## src/hdl/atilt_pkg.sv

```systemverilog
package atilt_pkg;

  // Operation codes carried in the func field
  localparam logic [1:0] FUNC_MEAS = 2'd0;
  localparam logic [1:0] FUNC_CAL  = 2'd1;
  localparam logic [1:0] FUNC_ZERO = 2'd2;
  localparam logic [1:0] FUNC_LOAD = 2'd3;

  // Reset value of the 1 g reference register
  localparam logic [14:0] Y_REF_RESET = 15'd16384;

  // Square root: one result bit per iteration, 24 result bits
  localparam int ISQRT_STEPS = 24;
  // CORDIC vector width: |v| * gain stays below 2^25
  localparam int CORD_W = 27;
  // Arctangent table length and the counter that walks it
  localparam int TAB_LEN = 24;
  localparam int CNT_W   = 5;

  // atan(2^-i) in degrees, 24 fraction bits
  localparam logic [29:0] ATAN_TAB [TAB_LEN] = '{
    30'd754974720, 30'd445687602, 30'd235489088, 30'd119537938,
    30'd60000934,  30'd30029717,  30'd15018523,  30'd7509720,
    30'd3754917,   30'd1877466,   30'd938734,    30'd469367,
    30'd234684,    30'd117342,    30'd58671,     30'd29335,
    30'd14668,     30'd7334,      30'd3667,      30'd1833,
    30'd917,       30'd458,       30'd229,       30'd115
  };

  typedef struct packed {
    logic [1:0]         func;
    logic signed [15:0] sample_x;
    logic signed [15:0] sample_y;
    logic signed [15:0] sample_z;
  } in_t;

  typedef struct packed {
    logic [15:0]        tilt_deg_q8;
    logic               angle_valid;
    logic signed [15:0] corrected_x;
    logic signed [15:0] corrected_y;
    logic signed [15:0] corrected_z;
    logic signed [15:0] current_offset_x;
    logic signed [15:0] current_offset_y;
    logic signed [15:0] current_offset_z;
  } out_t;

  // Commands from the controller to the datapath
  typedef struct packed {
    logic             cap;
    logic             corr;
    logic             sq;
    logic             rinit;
    logic             rstep;
    logic             cinit;
    logic             cstep;
    logic             fin;
    logic [CNT_W-1:0] cnt;
  } cmd_t;

  // Status from the datapath to the controller
  typedef struct packed {
    logic meas;
    logic nz;
  } sts_t;

endpackage

```

## src/hdl/accel_tilt_angle_with_offset_cal.sv

```systemverilog
// Channel   Ports                                 Direction
// input     in_valid, in_ready, in_data           in  (func and x, y, z sample)
// result    out_valid, out_ready, out_data        out (tilt, corrected, offsets)
// config    cfg_valid, cfg_ready, cfg_data        in  (1 g reference, 15 bits)
//
// A measure transaction runs the 24 one-bit square-root iterations and then the
// min(CORDIC_STEPS, 24) rotations of the shared shift-add unit before the next
// acceptance; a zero vector skips both, and calibrate, zero and load go from the
// correction to the final write. Reset (rst_n low, synchronous) clears the offsets
// and loads the 1 g reference with 16384. A stalled result waits in the output
// register while the next transaction is taken; only its final write stalls.
module accel_tilt_angle_with_offset_cal #(
  parameter int CORDIC_STEPS    = 16,
  parameter int ANGLE_FRAC_BITS = 8
) (
  input  logic             clk,
  input  logic             rst_n,
  input  logic             in_valid,
  output logic             in_ready,
  input  atilt_pkg::in_t   in_data,
  output logic             out_valid,
  input  logic             out_ready,
  output atilt_pkg::out_t  out_data,
  input  logic             cfg_valid,
  output logic             cfg_ready,
  input  logic [14:0]      cfg_data
);

  atilt_pkg::cmd_t cmd;
  atilt_pkg::sts_t sts;

  atilt_ctrl #(
    .CORDIC_STEPS (CORDIC_STEPS)
  ) u_ctrl (
    .clk       (clk),
    .rst_n     (rst_n),
    .in_valid  (in_valid),
    .in_ready  (in_ready),
    .out_valid (out_valid),
    .out_ready (out_ready),
    .sts       (sts),
    .cmd       (cmd)
  );

  atilt_dp #(
    .ANGLE_FRAC_BITS (ANGLE_FRAC_BITS)
  ) u_dp (
    .clk       (clk),
    .rst_n     (rst_n),
    .in_data   (in_data),
    .out_data  (out_data),
    .cfg_valid (cfg_valid),
    .cfg_ready (cfg_ready),
    .cfg_data  (cfg_data),
    .cmd       (cmd),
    .sts       (sts)
  );

endmodule

```

## src/hdl/atilt_ctrl.sv

```systemverilog
module atilt_ctrl #(
  parameter int CORDIC_STEPS = 16
) (
  input  logic             clk,
  input  logic             rst_n,
  input  logic             in_valid,
  output logic             in_ready,
  output logic             out_valid,
  input  logic             out_ready,
  input  atilt_pkg::sts_t  sts,
  output atilt_pkg::cmd_t  cmd
);

  localparam int NSTEPS = (CORDIC_STEPS < atilt_pkg::TAB_LEN) ? CORDIC_STEPS
                                                              : atilt_pkg::TAB_LEN;

  localparam logic [2:0] ST_IDLE  = 3'd0;
  localparam logic [2:0] ST_CORR  = 3'd1;
  localparam logic [2:0] ST_SQ    = 3'd2;
  localparam logic [2:0] ST_RINIT = 3'd3;
  localparam logic [2:0] ST_ROOT  = 3'd4;
  localparam logic [2:0] ST_CINIT = 3'd5;
  localparam logic [2:0] ST_CSTEP = 3'd6;
  localparam logic [2:0] ST_FIN   = 3'd7;

  logic [2:0]                  state_r, state_nxt;
  logic [atilt_pkg::CNT_W-1:0] cnt_r, cnt_nxt;
  logic                        out_valid_r, out_valid_nxt;

  // Sequence one transaction through the datapath
  always_comb begin
    state_nxt = state_r;
    cnt_nxt   = cnt_r;
    in_ready  = 1'b0;
    cmd       = '0;
    cmd.cnt   = cnt_r;
    case (state_r)
      ST_IDLE: begin
        in_ready = 1'b1;
        if (in_valid) begin
          cmd.cap   = 1'b1;
          state_nxt = ST_CORR;
        end
      end
      ST_CORR: begin
        cmd.corr  = 1'b1;
        state_nxt = sts.meas ? ST_SQ : ST_FIN;
      end
      ST_SQ: begin
        cmd.sq    = 1'b1;
        state_nxt = sts.nz ? ST_RINIT : ST_FIN;
      end
      ST_RINIT: begin
        cmd.rinit = 1'b1;
        cnt_nxt   = '0;
        state_nxt = ST_ROOT;
      end
      ST_ROOT: begin
        cmd.rstep = 1'b1;
        if (cnt_r == atilt_pkg::CNT_W'(atilt_pkg::ISQRT_STEPS - 1)) begin
          cnt_nxt   = '0;
          state_nxt = ST_CINIT;
        end else begin
          cnt_nxt = cnt_r + 1'b1;
        end
      end
      ST_CINIT: begin
        cmd.cinit = 1'b1;
        state_nxt = ST_CSTEP;
      end
      ST_CSTEP: begin
        cmd.cstep = 1'b1;
        if (cnt_r == atilt_pkg::CNT_W'(NSTEPS - 1)) begin
          cnt_nxt   = '0;
          state_nxt = ST_FIN;
        end else begin
          cnt_nxt = cnt_r + 1'b1;
        end
      end
      ST_FIN: begin
        // Hold until the output register is free
        if (!out_valid_r || out_ready) begin
          cmd.fin   = 1'b1;
          state_nxt = ST_IDLE;
        end
      end
      default: begin
        state_nxt = ST_IDLE;
      end
    endcase
  end

  // Set the output valid on a new result, drop it once taken
  always_comb begin
    if (cmd.fin) begin
      out_valid_nxt = 1'b1;
    end else if (out_ready) begin
      out_valid_nxt = 1'b0;
    end else begin
      out_valid_nxt = out_valid_r;
    end
  end

  always_ff @(posedge clk) begin
    if (!rst_n) begin
      state_r     <= ST_IDLE;
      cnt_r       <= '0;
      out_valid_r <= 1'b0;
    end else begin
      state_r     <= state_nxt;
      cnt_r       <= cnt_nxt;
      out_valid_r <= out_valid_nxt;
    end
  end

  assign out_valid = out_valid_r;

endmodule

```

## src/hdl/atilt_dp.sv

```systemverilog
module atilt_dp #(
  parameter int ANGLE_FRAC_BITS = 8
) (
  input  logic             clk,
  input  logic             rst_n,
  input  atilt_pkg::in_t   in_data,
  output atilt_pkg::out_t  out_data,
  input  logic             cfg_valid,
  output logic             cfg_ready,
  input  logic [14:0]      cfg_data,
  input  atilt_pkg::cmd_t  cmd,
  output atilt_pkg::sts_t  sts
);

  localparam int CW  = atilt_pkg::CORD_W;
  // Angle: sign, 9 integer bits, 8 + ANGLE_FRAC_BITS fraction bits
  localparam int AW  = ANGLE_FRAC_BITS + 18;
  localparam int TSH = 16 - ANGLE_FRAC_BITS;
  localparam logic signed [AW-1:0] ANG90  = AW'(90 << (8 + ANGLE_FRAC_BITS));
  localparam logic signed [AW-1:0] ANG180 = AW'(180 << (8 + ANGLE_FRAC_BITS));
  localparam logic [30:0] TAB_HALF = 31'(1 << (TSH - 1));
  localparam logic [AW-1:0] OUT_HALF = AW'(1 << (ANGLE_FRAC_BITS - 1));

  atilt_pkg::in_t     in_r;
  logic [14:0]        y_ref_r;
  logic signed [15:0] off_x_r, off_y_r, off_z_r;
  logic signed [15:0] cx_r, cy_r, cz_r;
  logic signed [15:0] cx_nxt, cy_nxt, cz_nxt;
  logic [30:0]        sqx_r, sqz_r;
  logic signed [31:0] px, pz;
  logic [47:0]        rad_r;
  logic [24:0]        rem_r;
  logic [23:0]        root_r;
  logic [26:0]        rem_sh, trial;
  logic               ge;
  logic signed [CW-1:0] a_r, b_r, y256, root_ext, da, db;
  logic signed [AW-1:0] ang_r, step, ang_cl;
  logic [30:0]        tab_rnd, tab_sh;
  logic [AW-1:0]      ang_rnd;
  logic [15:0]        tilt;
  atilt_pkg::out_t    out_r;

  assign cfg_ready = 1'b1;

  // Capture the input transaction and the configuration register
  always_ff @(posedge clk) begin
    if (cmd.cap) begin
      in_r <= in_data;
    end
  end

  always_ff @(posedge clk) begin
    if (!rst_n) begin
      y_ref_r <= atilt_pkg::Y_REF_RESET;
    end else if (cfg_valid && cfg_ready) begin
      y_ref_r <= cfg_data;
    end
  end

  // Corrected sample per operation
  always_comb begin
    cx_nxt = '0;
    cy_nxt = '0;
    cz_nxt = '0;
    case (in_r.func)
      atilt_pkg::FUNC_MEAS: begin
        cx_nxt = in_r.sample_x - off_x_r;
        cy_nxt = in_r.sample_y - off_y_r;
        cz_nxt = in_r.sample_z - off_z_r;
      end
      atilt_pkg::FUNC_CAL: begin
        cx_nxt = in_r.sample_x;
        cy_nxt = in_r.sample_y - signed'({1'b0, y_ref_r});
        cz_nxt = in_r.sample_z;
      end
      default: begin
        cx_nxt = '0;
        cy_nxt = '0;
        cz_nxt = '0;
      end
    endcase
  end

  always_ff @(posedge clk) begin
    if (cmd.corr) begin
      cx_r <= cx_nxt;
      cy_r <= cy_nxt;
      cz_r <= cz_nxt;
    end
  end

  // Offset registers: calibrate, zero and load update them
  always_ff @(posedge clk) begin
    if (!rst_n) begin
      off_x_r <= '0;
      off_y_r <= '0;
      off_z_r <= '0;
    end else if (cmd.corr) begin
      case (in_r.func)
        atilt_pkg::FUNC_CAL: begin
          off_x_r <= cx_nxt;
          off_y_r <= cy_nxt;
          off_z_r <= cz_nxt;
        end
        atilt_pkg::FUNC_ZERO: begin
          off_x_r <= '0;
          off_y_r <= '0;
          off_z_r <= '0;
        end
        atilt_pkg::FUNC_LOAD: begin
          off_x_r <= in_r.sample_x;
          off_y_r <= in_r.sample_y;
          off_z_r <= in_r.sample_z;
        end
        default: begin
          off_x_r <= off_x_r;
        end
      endcase
    end
  end

  assign sts.meas = (in_r.func == atilt_pkg::FUNC_MEAS);
  assign sts.nz   = (cx_r != '0) || (cy_r != '0) || (cz_r != '0);

  // Squares of the horizontal components
  assign px = cx_r * cx_r;
  assign pz = cz_r * cz_r;

  always_ff @(posedge clk) begin
    if (cmd.sq) begin
      sqx_r <= px[30:0];
      sqz_r <= pz[30:0];
    end
  end

  // Bit-serial square root of (x^2 + z^2) * 2^16, one result bit a cycle
  assign rem_sh = {rem_r, rad_r[47:46]};
  assign trial  = {1'b0, root_r, 2'b01};
  assign ge     = (rem_sh >= trial);

  always_ff @(posedge clk) begin
    if (cmd.rinit) begin
      rad_r  <= {{1'b0, sqx_r} + {1'b0, sqz_r}, 16'd0};
      rem_r  <= '0;
      root_r <= '0;
    end else if (cmd.rstep) begin
      rad_r  <= {rad_r[45:0], 2'b00};
      rem_r  <= ge ? 25'(rem_sh - trial) : rem_sh[24:0];
      root_r <= {root_r[22:0], ge};
    end
  end

  // CORDIC vectoring: one rotation a cycle through a shared shift-add unit
  assign y256     = {{(CW - 24){cy_r[15]}}, cy_r, 8'd0};
  assign root_ext = {{(CW - 24){1'b0}}, root_r};
  assign da       = b_r >>> cmd.cnt;
  assign db       = a_r >>> cmd.cnt;
  assign tab_rnd  = {1'b0, atilt_pkg::ATAN_TAB[cmd.cnt]} + TAB_HALF;
  assign tab_sh   = tab_rnd >> TSH;
  assign step     = signed'(AW'(tab_sh));

  always_ff @(posedge clk) begin
    if (cmd.cinit) begin
      // Turn a downward vector by 90 degrees first
      if (cy_r[15]) begin
        a_r   <= root_ext;
        b_r   <= -y256;
        ang_r <= ANG90;
      end else begin
        a_r   <= y256;
        b_r   <= root_ext;
        ang_r <= '0;
      end
    end else if (cmd.cstep) begin
      if (!b_r[CW-1]) begin
        a_r   <= a_r + da;
        b_r   <= b_r - db;
        ang_r <= ang_r + step;
      end else begin
        a_r   <= a_r - da;
        b_r   <= b_r + db;
        ang_r <= ang_r - step;
      end
    end
  end

  // Clamp to 0..180 degrees and round to 8 fraction bits
  always_comb begin
    if (ang_r[AW-1]) begin
      ang_cl = '0;
    end else if (ang_r > ANG180) begin
      ang_cl = ANG180;
    end else begin
      ang_cl = ang_r;
    end
  end

  assign ang_rnd = unsigned'(ang_cl) + OUT_HALF;
  assign tilt    = 16'(ang_rnd >> ANGLE_FRAC_BITS);

  // Output register
  always_ff @(posedge clk) begin
    if (cmd.fin) begin
      out_r.tilt_deg_q8      <= (sts.meas && sts.nz) ? tilt : 16'd0;
      out_r.angle_valid      <= sts.meas && sts.nz;
      out_r.corrected_x      <= cx_r;
      out_r.corrected_y      <= cy_r;
      out_r.corrected_z      <= cz_r;
      out_r.current_offset_x <= off_x_r;
      out_r.current_offset_y <= off_y_r;
      out_r.current_offset_z <= off_z_r;
    end
  end

  assign out_data = out_r;

endmodule

```

## config.mk

```make
export PLATFORM = sky130hd
export DESIGN_NAME = accel_tilt_angle_with_offset_cal
export DESIGN_NICKNAME = d
export VERILOG_FILES = /design/src/hdl/atilt_pkg.sv /design/src/hdl/accel_tilt_angle_with_offset_cal.sv /design/src/hdl/atilt_ctrl.sv /design/src/hdl/atilt_dp.sv
export SDC_FILE = /design/constraint.sdc
export NUM_CORES = 2
export LEC_CHECK = 0
export ABC_AREA = 1
export ABC_CLOCK_PERIOD_IN_PS = 11300
export BUFFER_PORTS_ARGS = -buffer_cell sky130_fd_sc_hd__buf_2
export CAP_MARGIN = 30
export CELL_PAD_IN_SITES_DETAIL_PLACEMENT = 1
export CELL_PAD_IN_SITES_GLOBAL_PLACEMENT = 1
export CORE_ASPECT_RATIO = 1.2
export CORE_MARGIN = 4
export CORE_UTILIZATION = 30
export CTS_BUF_LIST = sky130_fd_sc_hd__clkbuf_8
export CTS_CLUSTER_SIZE = 14
export DETAILED_ROUTE_END_ITERATION = 12
export MAX_ROUTING_LAYER = met4
export PLACE_DENSITY = 0.55
export SLEW_MARGIN = 20
export SYNTH_ARGS = -nofsm -noshare
export SYNTH_HDL_FRONTEND = slang
export SYNTH_SLANG_ARGS = --single-unit
```

## constraint.sdc

```tcl
create_clock -name clk -period 11.3 [get_ports clk]
set_input_delay 0.565 -clock clk [delete_from_list [all_inputs] [get_ports clk]]
set_output_delay 0.565 -clock clk [all_outputs]
set_load 0.05 [all_outputs]
```

# Word level (Yosys, flattened, before mapping)

Memory sizes are Yosys's and may differ from the RTL's.
Cells that the tools add are included.

Register bits after elaboration: 506
ROM bits: 960
Input bits: 70
Memories: 1

Memory list:

| memory           | words | bits a word | read ports | clocked after memory_dff | write ports | line            | text |
|---|---|---|---|---|---|---|---|
| (name not given) | 32    | 30          | 1          | 0                        | 0           | atilt_dp.sv:158 | `assign tab_rnd = {1'b0, atilt_pkg::ATAN_TAB[cmd.cnt]} + TAB_HALF;` |

$add $sub $neg: 16
Multiply operators: 2
$lt $le $gt $ge: 3
Equal/unequal tests: 16
Shift operators: 2
Muxes and demuxes: 48
Bitwise gates (word level): 1
Reductions and logical operators: 17

Operators with widths:

| cell                    | count |
|---|---|
| $mux W27                | 7 |
| $pmux W16 S3            | 3 |
| $mux W48                | 2 |
| $pmux W16 S2            | 3 |
| $mux W26                | 3 |
| $mux W24                | 3 |
| $sub A16 B16 Y16        | 4 |
| $mul A16 B16 Y31        | 2 |
| $mux W30                | 2 |
| $add A27 B27 Y27        | 2 |
| $sshr A27 B5 Y27        | 2 |
| $sub A27 B27 Y27        | 2 |
| $reduce_bool A16 Y1     | 3 |
| $add A31 B31 Y32        | 1 |
| $add A30 B8 Y31 const B | 1 |
| $ge A27 B26 Y1          | 1 |
| $neg A24 Y27            | 1 |
| $add A26 B24 Y26        | 1 |
| $gt A26 B25 Y1 const B  | 1 |
| $sub A26 B24 Y26        | 1 |
| $mux W25                | 1 |
| $sub A25 B25 Y25        | 1 |
| $add A24 B8 Y24 const B | 1 |
| $pmux W3 S8             | 1 |
| other kinds (26)        | 56 |

# Longest topological paths before layout

Depth in word-level cells: 9
Mapped depth: 35
Gate-level depth less buffers: 33

# Hierarchy

A second synthesis with hierarchy kept.

Cells, all modules: 6309
Area, all modules: 50694.9 sq um

By module, submodules not included:

| module     | times used | cells an instance | area an instance (sq um) | seq. area each (sq um) |
|---|---|---|---|---|
| atilt_dp   | 1          | 6206              | 49985.4                  | 13743.2 |
| atilt_ctrl | 1          | 103               | 709.4                    | 180.2 |

# Least setup slack after synthesis

OpenSTA, ideal clock, no wires.

Kind: register to register
From: reg u_dp.cx_r[1]
To: reg u_dp.sqx_r[28] (data pin)
Library setup time: 0.262 ns
Data arrival time: 5.802 ns
Required time: 11.038 ns
Path slack: 5.235 ns
Stages on the path, launching flop included: 23
Path buffers: 2
Clock period less this slack: 6.065 ns
Cell sequence: edfxtp_1 clkbuf_1 buf_1 nand2_1 inv_1 fa_1 inv_1 fa_1 inv_1 fa_1 fa_1 fa_1 inv_1 fa_1 inv_1 ha_1 nand2_1 nor4_1 nand3_1 nand3_1 a31oi_1 o21bai_1 xor2_1

Cells in the longest elaborated chain, start to end: 1

RTL lines:

| element                  | line            | text |
|---|---|---|
| start: declaration       | atilt_dp.sv:27  | `logic signed [15:0] cx_r, cy_r, cz_r;` |
| start signal: assignment | atilt_dp.sv:86  | `cx_r <= cx_nxt;` |
| $mul A16 B16 Y31         | atilt_dp.sv:126 | `assign px = cx_r * cx_r;` |
| via u_dp.px[28]          | atilt_dp.sv:30  | `logic signed [31:0] px, pz;` |
| end signal: assignment   | atilt_dp.sv:131 | `sqx_r <= px[30:0];` |
| end: declaration         | atilt_dp.sv:29  | `logic [30:0] sqx_r, sqz_r;` |

The timed path passes the listed nets, and every way through them passes these cells.
A chain may end at the register's enable or synchronous reset.

# Final worst setup path

From: reg u_dp.cx_r[2]
To: reg u_dp.sqx_r[28] (data pin)

Same word-level chain as after synthesis.

==> impl_results.md <==
- Iteration count of the initial detailed-routing pass: 5
- Max Cap Viol: 0
- Yosys top cell by area: edfxtp_1
- Max Buffers Root-to-Sink: 3
- Placer Congestion: between 0.8 and 0.9
- Post-synth EDFFs: 383
- Cells after Synth: between 6,000 and 7,000
- Drt total wl: ~180 mm
- Placed Instance Area: 0.0542 sq mm
- Total CTS buffers: 97
- Simple-gate share of the synthesized area: 19.7%
- Unrepaired setup endpoints after global routing: false
- CP Launch Type: flip-flop
- Post-synthesis net count: 7,213
- Ratio of final minimum period to clock period: 61.7%
- Worst Path Max Fanout: 19
- Depth of the CTS H-tree: 3
- Synthesized cell area: 0.0509 sq mm
- Initial antenna violation count: 8
- Synth top area cells: edfxtp_1 (23%), fa_1 (18%), nand2_1 (9.8%)
- Mean Syn Cell Area: 8.07 sq um
- Compound-Gate Fraction of Synth Area: 11.2%
- Initial Util: 30.2%
- Hold/Removal Path Class: input pin to flip-flop
- Clk root buf: clkbuf_8
- Netlist cell types: 69
- Layout area overhead: 12.3%
- Initial DRC count: 2,092
- Finished Cell Area: approximately 0.057 sq mm
- CP Capture Type: flip-flop
- Vias in the first global route: 46,800
- IO Pins: around 190
- Setup CP Type: flip-flop to flip-flop
- Worst EP required: around 12,000 ps
- Core Box Area: ~0.17 sq mm
- Final ANT Viol Nets: 0
- Placed wire-length estimate: 142 mm
- Adder-cell share of the synthesized area: 27.5%
- Synth Area in XOR/XNOR: roughly 3.4%
- Most used DFF post-synth: edfxtp_1
- DRC viols: 0
- Die X: 384 um
- TNS Setup: 0 ps
- First-pass GRT wire length: 279 mm
- Chip height: between 400 and 500 um
- Async SR Flop Fraction: 0%
- Die ar.: 0.176 sq mm
- Via count: between 40,000 and 50,000
- Achievable frequency: roughly 140 MHz
- Syn. warnings: 0
- Area fraction of the dominant cell type after synthesis: 22.6%
- #FFs+latches synth: 504
- CTS tree: built
- Share of cells above drive strength 1: 7.96%
- Outcome: finished, final reports clean
- Slew @ Worst Pin: between 900 and 1000 ps
- Largest net degree at the start of global routing: 63
- Max-slew violations: 0
- Nets: between 7,000 and 8,000
- WP data arrival: 7480 ps
- Drt wl/cell: about 20 um
- Post-synthesis mux area share: less than 1%
- Tmin final: 6970 ps
- Post-synthesis sequential area ratio: 27.4%
- Clock transition at path regs: 70 ps
- GRT Total Usage: between 20% and 30%
- Largest family of logic cells by synthesized area: adder cells
- Routed vias/inst: 4.87
- Worst relative slew slack: 34.2%
- # setup viols final: 0
- FP Rows: 165
- GRT overflow: 0
- Clk sinks: 504
- Final Hold Viols: 0
- Clk_skew: 96.3 ps
- Final Util: 33.9%
- Port Buffer Count: about 180
- Clock latency at the later pin of the worst-skew pair: 850 ps
==> final cells by class <==
type / instances / area [sq um]
Fill cell: 20400 / 112000
Multi-Input combinational cell: 4406 / 31600
Sequential cell: 504 / 13900
Inverter: 1193 / 4480
Tap cell: 2254 / 2820
Timing Repair Buffer: 307 / 2110
Clock buffer: 110 / 1510
Clock inverter: 73 / 694
Antenna cell: 3 / 7.51
==> sequential cells by signal, summed over array words and instances (netlist names), 24 cells and up <==
register       cells
u_dp.b_r          27
u_dp.rad_r        32
u_dp.sqx_r        30
u_dp.root_r       24
u_dp.rem_r        25
u_dp.out_data    113
u_dp.in_r         50
u_dp.a_r          27
u_dp.sqz_r        30
u_dp.ang_r        26
==> critical path: stages (launching register included) <==
cell	delay [ps]
edfxtp_1	980
nand2_1	230
inv_1	140
fa_1	460
inv_1	250
fa_1	530
inv_1	360
fa_1	520
fa_1	480
fa_1	550
inv_1	50
fa_1	520
inv_1	40
ha_1	350
nand2_1	130
nor4_1	400
nand3_1	130
nand3_1	150
a31oi_1	140
o21bai_1	170
xor2_1	80
==> through the flow <==
| step | setup WS (ps) | cells | hold WS [ps] |
|---|---|---|---|
| 6_report | 4330 | 8850 | 157 |
| 4_1_cts | 4280 | 8844 | 57.6 |
| 5_1_grt | 3940 | 8849 | 141 |
| 3_3_place_gp | 4380 | 8591 | 416 |
| 3_5_place_dp | 4340 | 8596 | 419 |
| 2_1_floorplan | 5240 | 6304 | 408 |
==> worst paths after layout <==
check              startpoint           endpoint  slack [ps]  cells after the start
max              u_dp.cx_r[2]     u_dp.sqx_r[28]        4330                     20
max reg2reg      u_dp.cx_r[2]     u_dp.sqx_r[28]        4330                     20
min reg2reg  u_dp.off_x_r[10]  u_dp.out_data[42]         420                      0
min                 cfg_valid   u_dp.y_ref_r[14]         160                      3
==> cells in the final DEF, fill, tap and decap left out, types with 118 or more instances in the layout <==
cell type	instances
a21oi_1	416
buf_2	184
dfxtp_1	118
edfxtp_1	383
fa_1	464
ha_1	375
inv_1	1191
nand2_1	1328
nand3_1	397
nor2_1	388
o21ai_0	283
xor2_1	119
==> kinds of logic (layout without fill, tap and decap cells) <==
group,Yosys count,after routing
adder cells (fa/ha/maj),839,839
AO/OA/AOI/OAI,995,995
XOR/XNOR,194,194
flip-flops,504,504
multiplexers,14,14
AND/OR/NAND/NOR,2363,2363
buffers and inverters,1394,1683
other,1,4
==> synthesized netlist by cell type, types with 20 or more instances <==
cell type / count
nand2_1: 1330
inv_1: 1174
fa_1: 464
a21oi_1: 416
nand3_1: 397
nor2_1: 393
edfxtp_1: 383
ha_1: 375
o21ai_0: 283
clkbuf_1: 128
dfxtp_1: 121
xor2_1: 119
xnor2_1: 74
nor3_1: 55
nand4_1: 53
a31oi_1: 35
o22ai_1: 33
buf_2: 30
or2_2: 27
a211oi_1: 26
nor4_1: 26
o21bai_1: 24
a21o_1: 23
o211ai_1: 22
o21a_1: 22
buf_1: 20
==> layer usage <==
metal  track usage (%)  up-vias  wire length, um
met2              37.0      589            91400
li1                  -    20800                -
met5                 -        -                0
met3              1.93      179             5270
met1              26.0    21600            79800
met4              5.33        0             4300
==> repair_timing <==
item,4_1_cts,5_1_grt
setup buffers,0,0
hold endpoints to repair,65,0
resized for setup,0,0
hold buffers,65,0
Power is left out: the tool's default activity adds up to more than one toggle a clock period on the data nets, which glitch-free logic cannot reach.
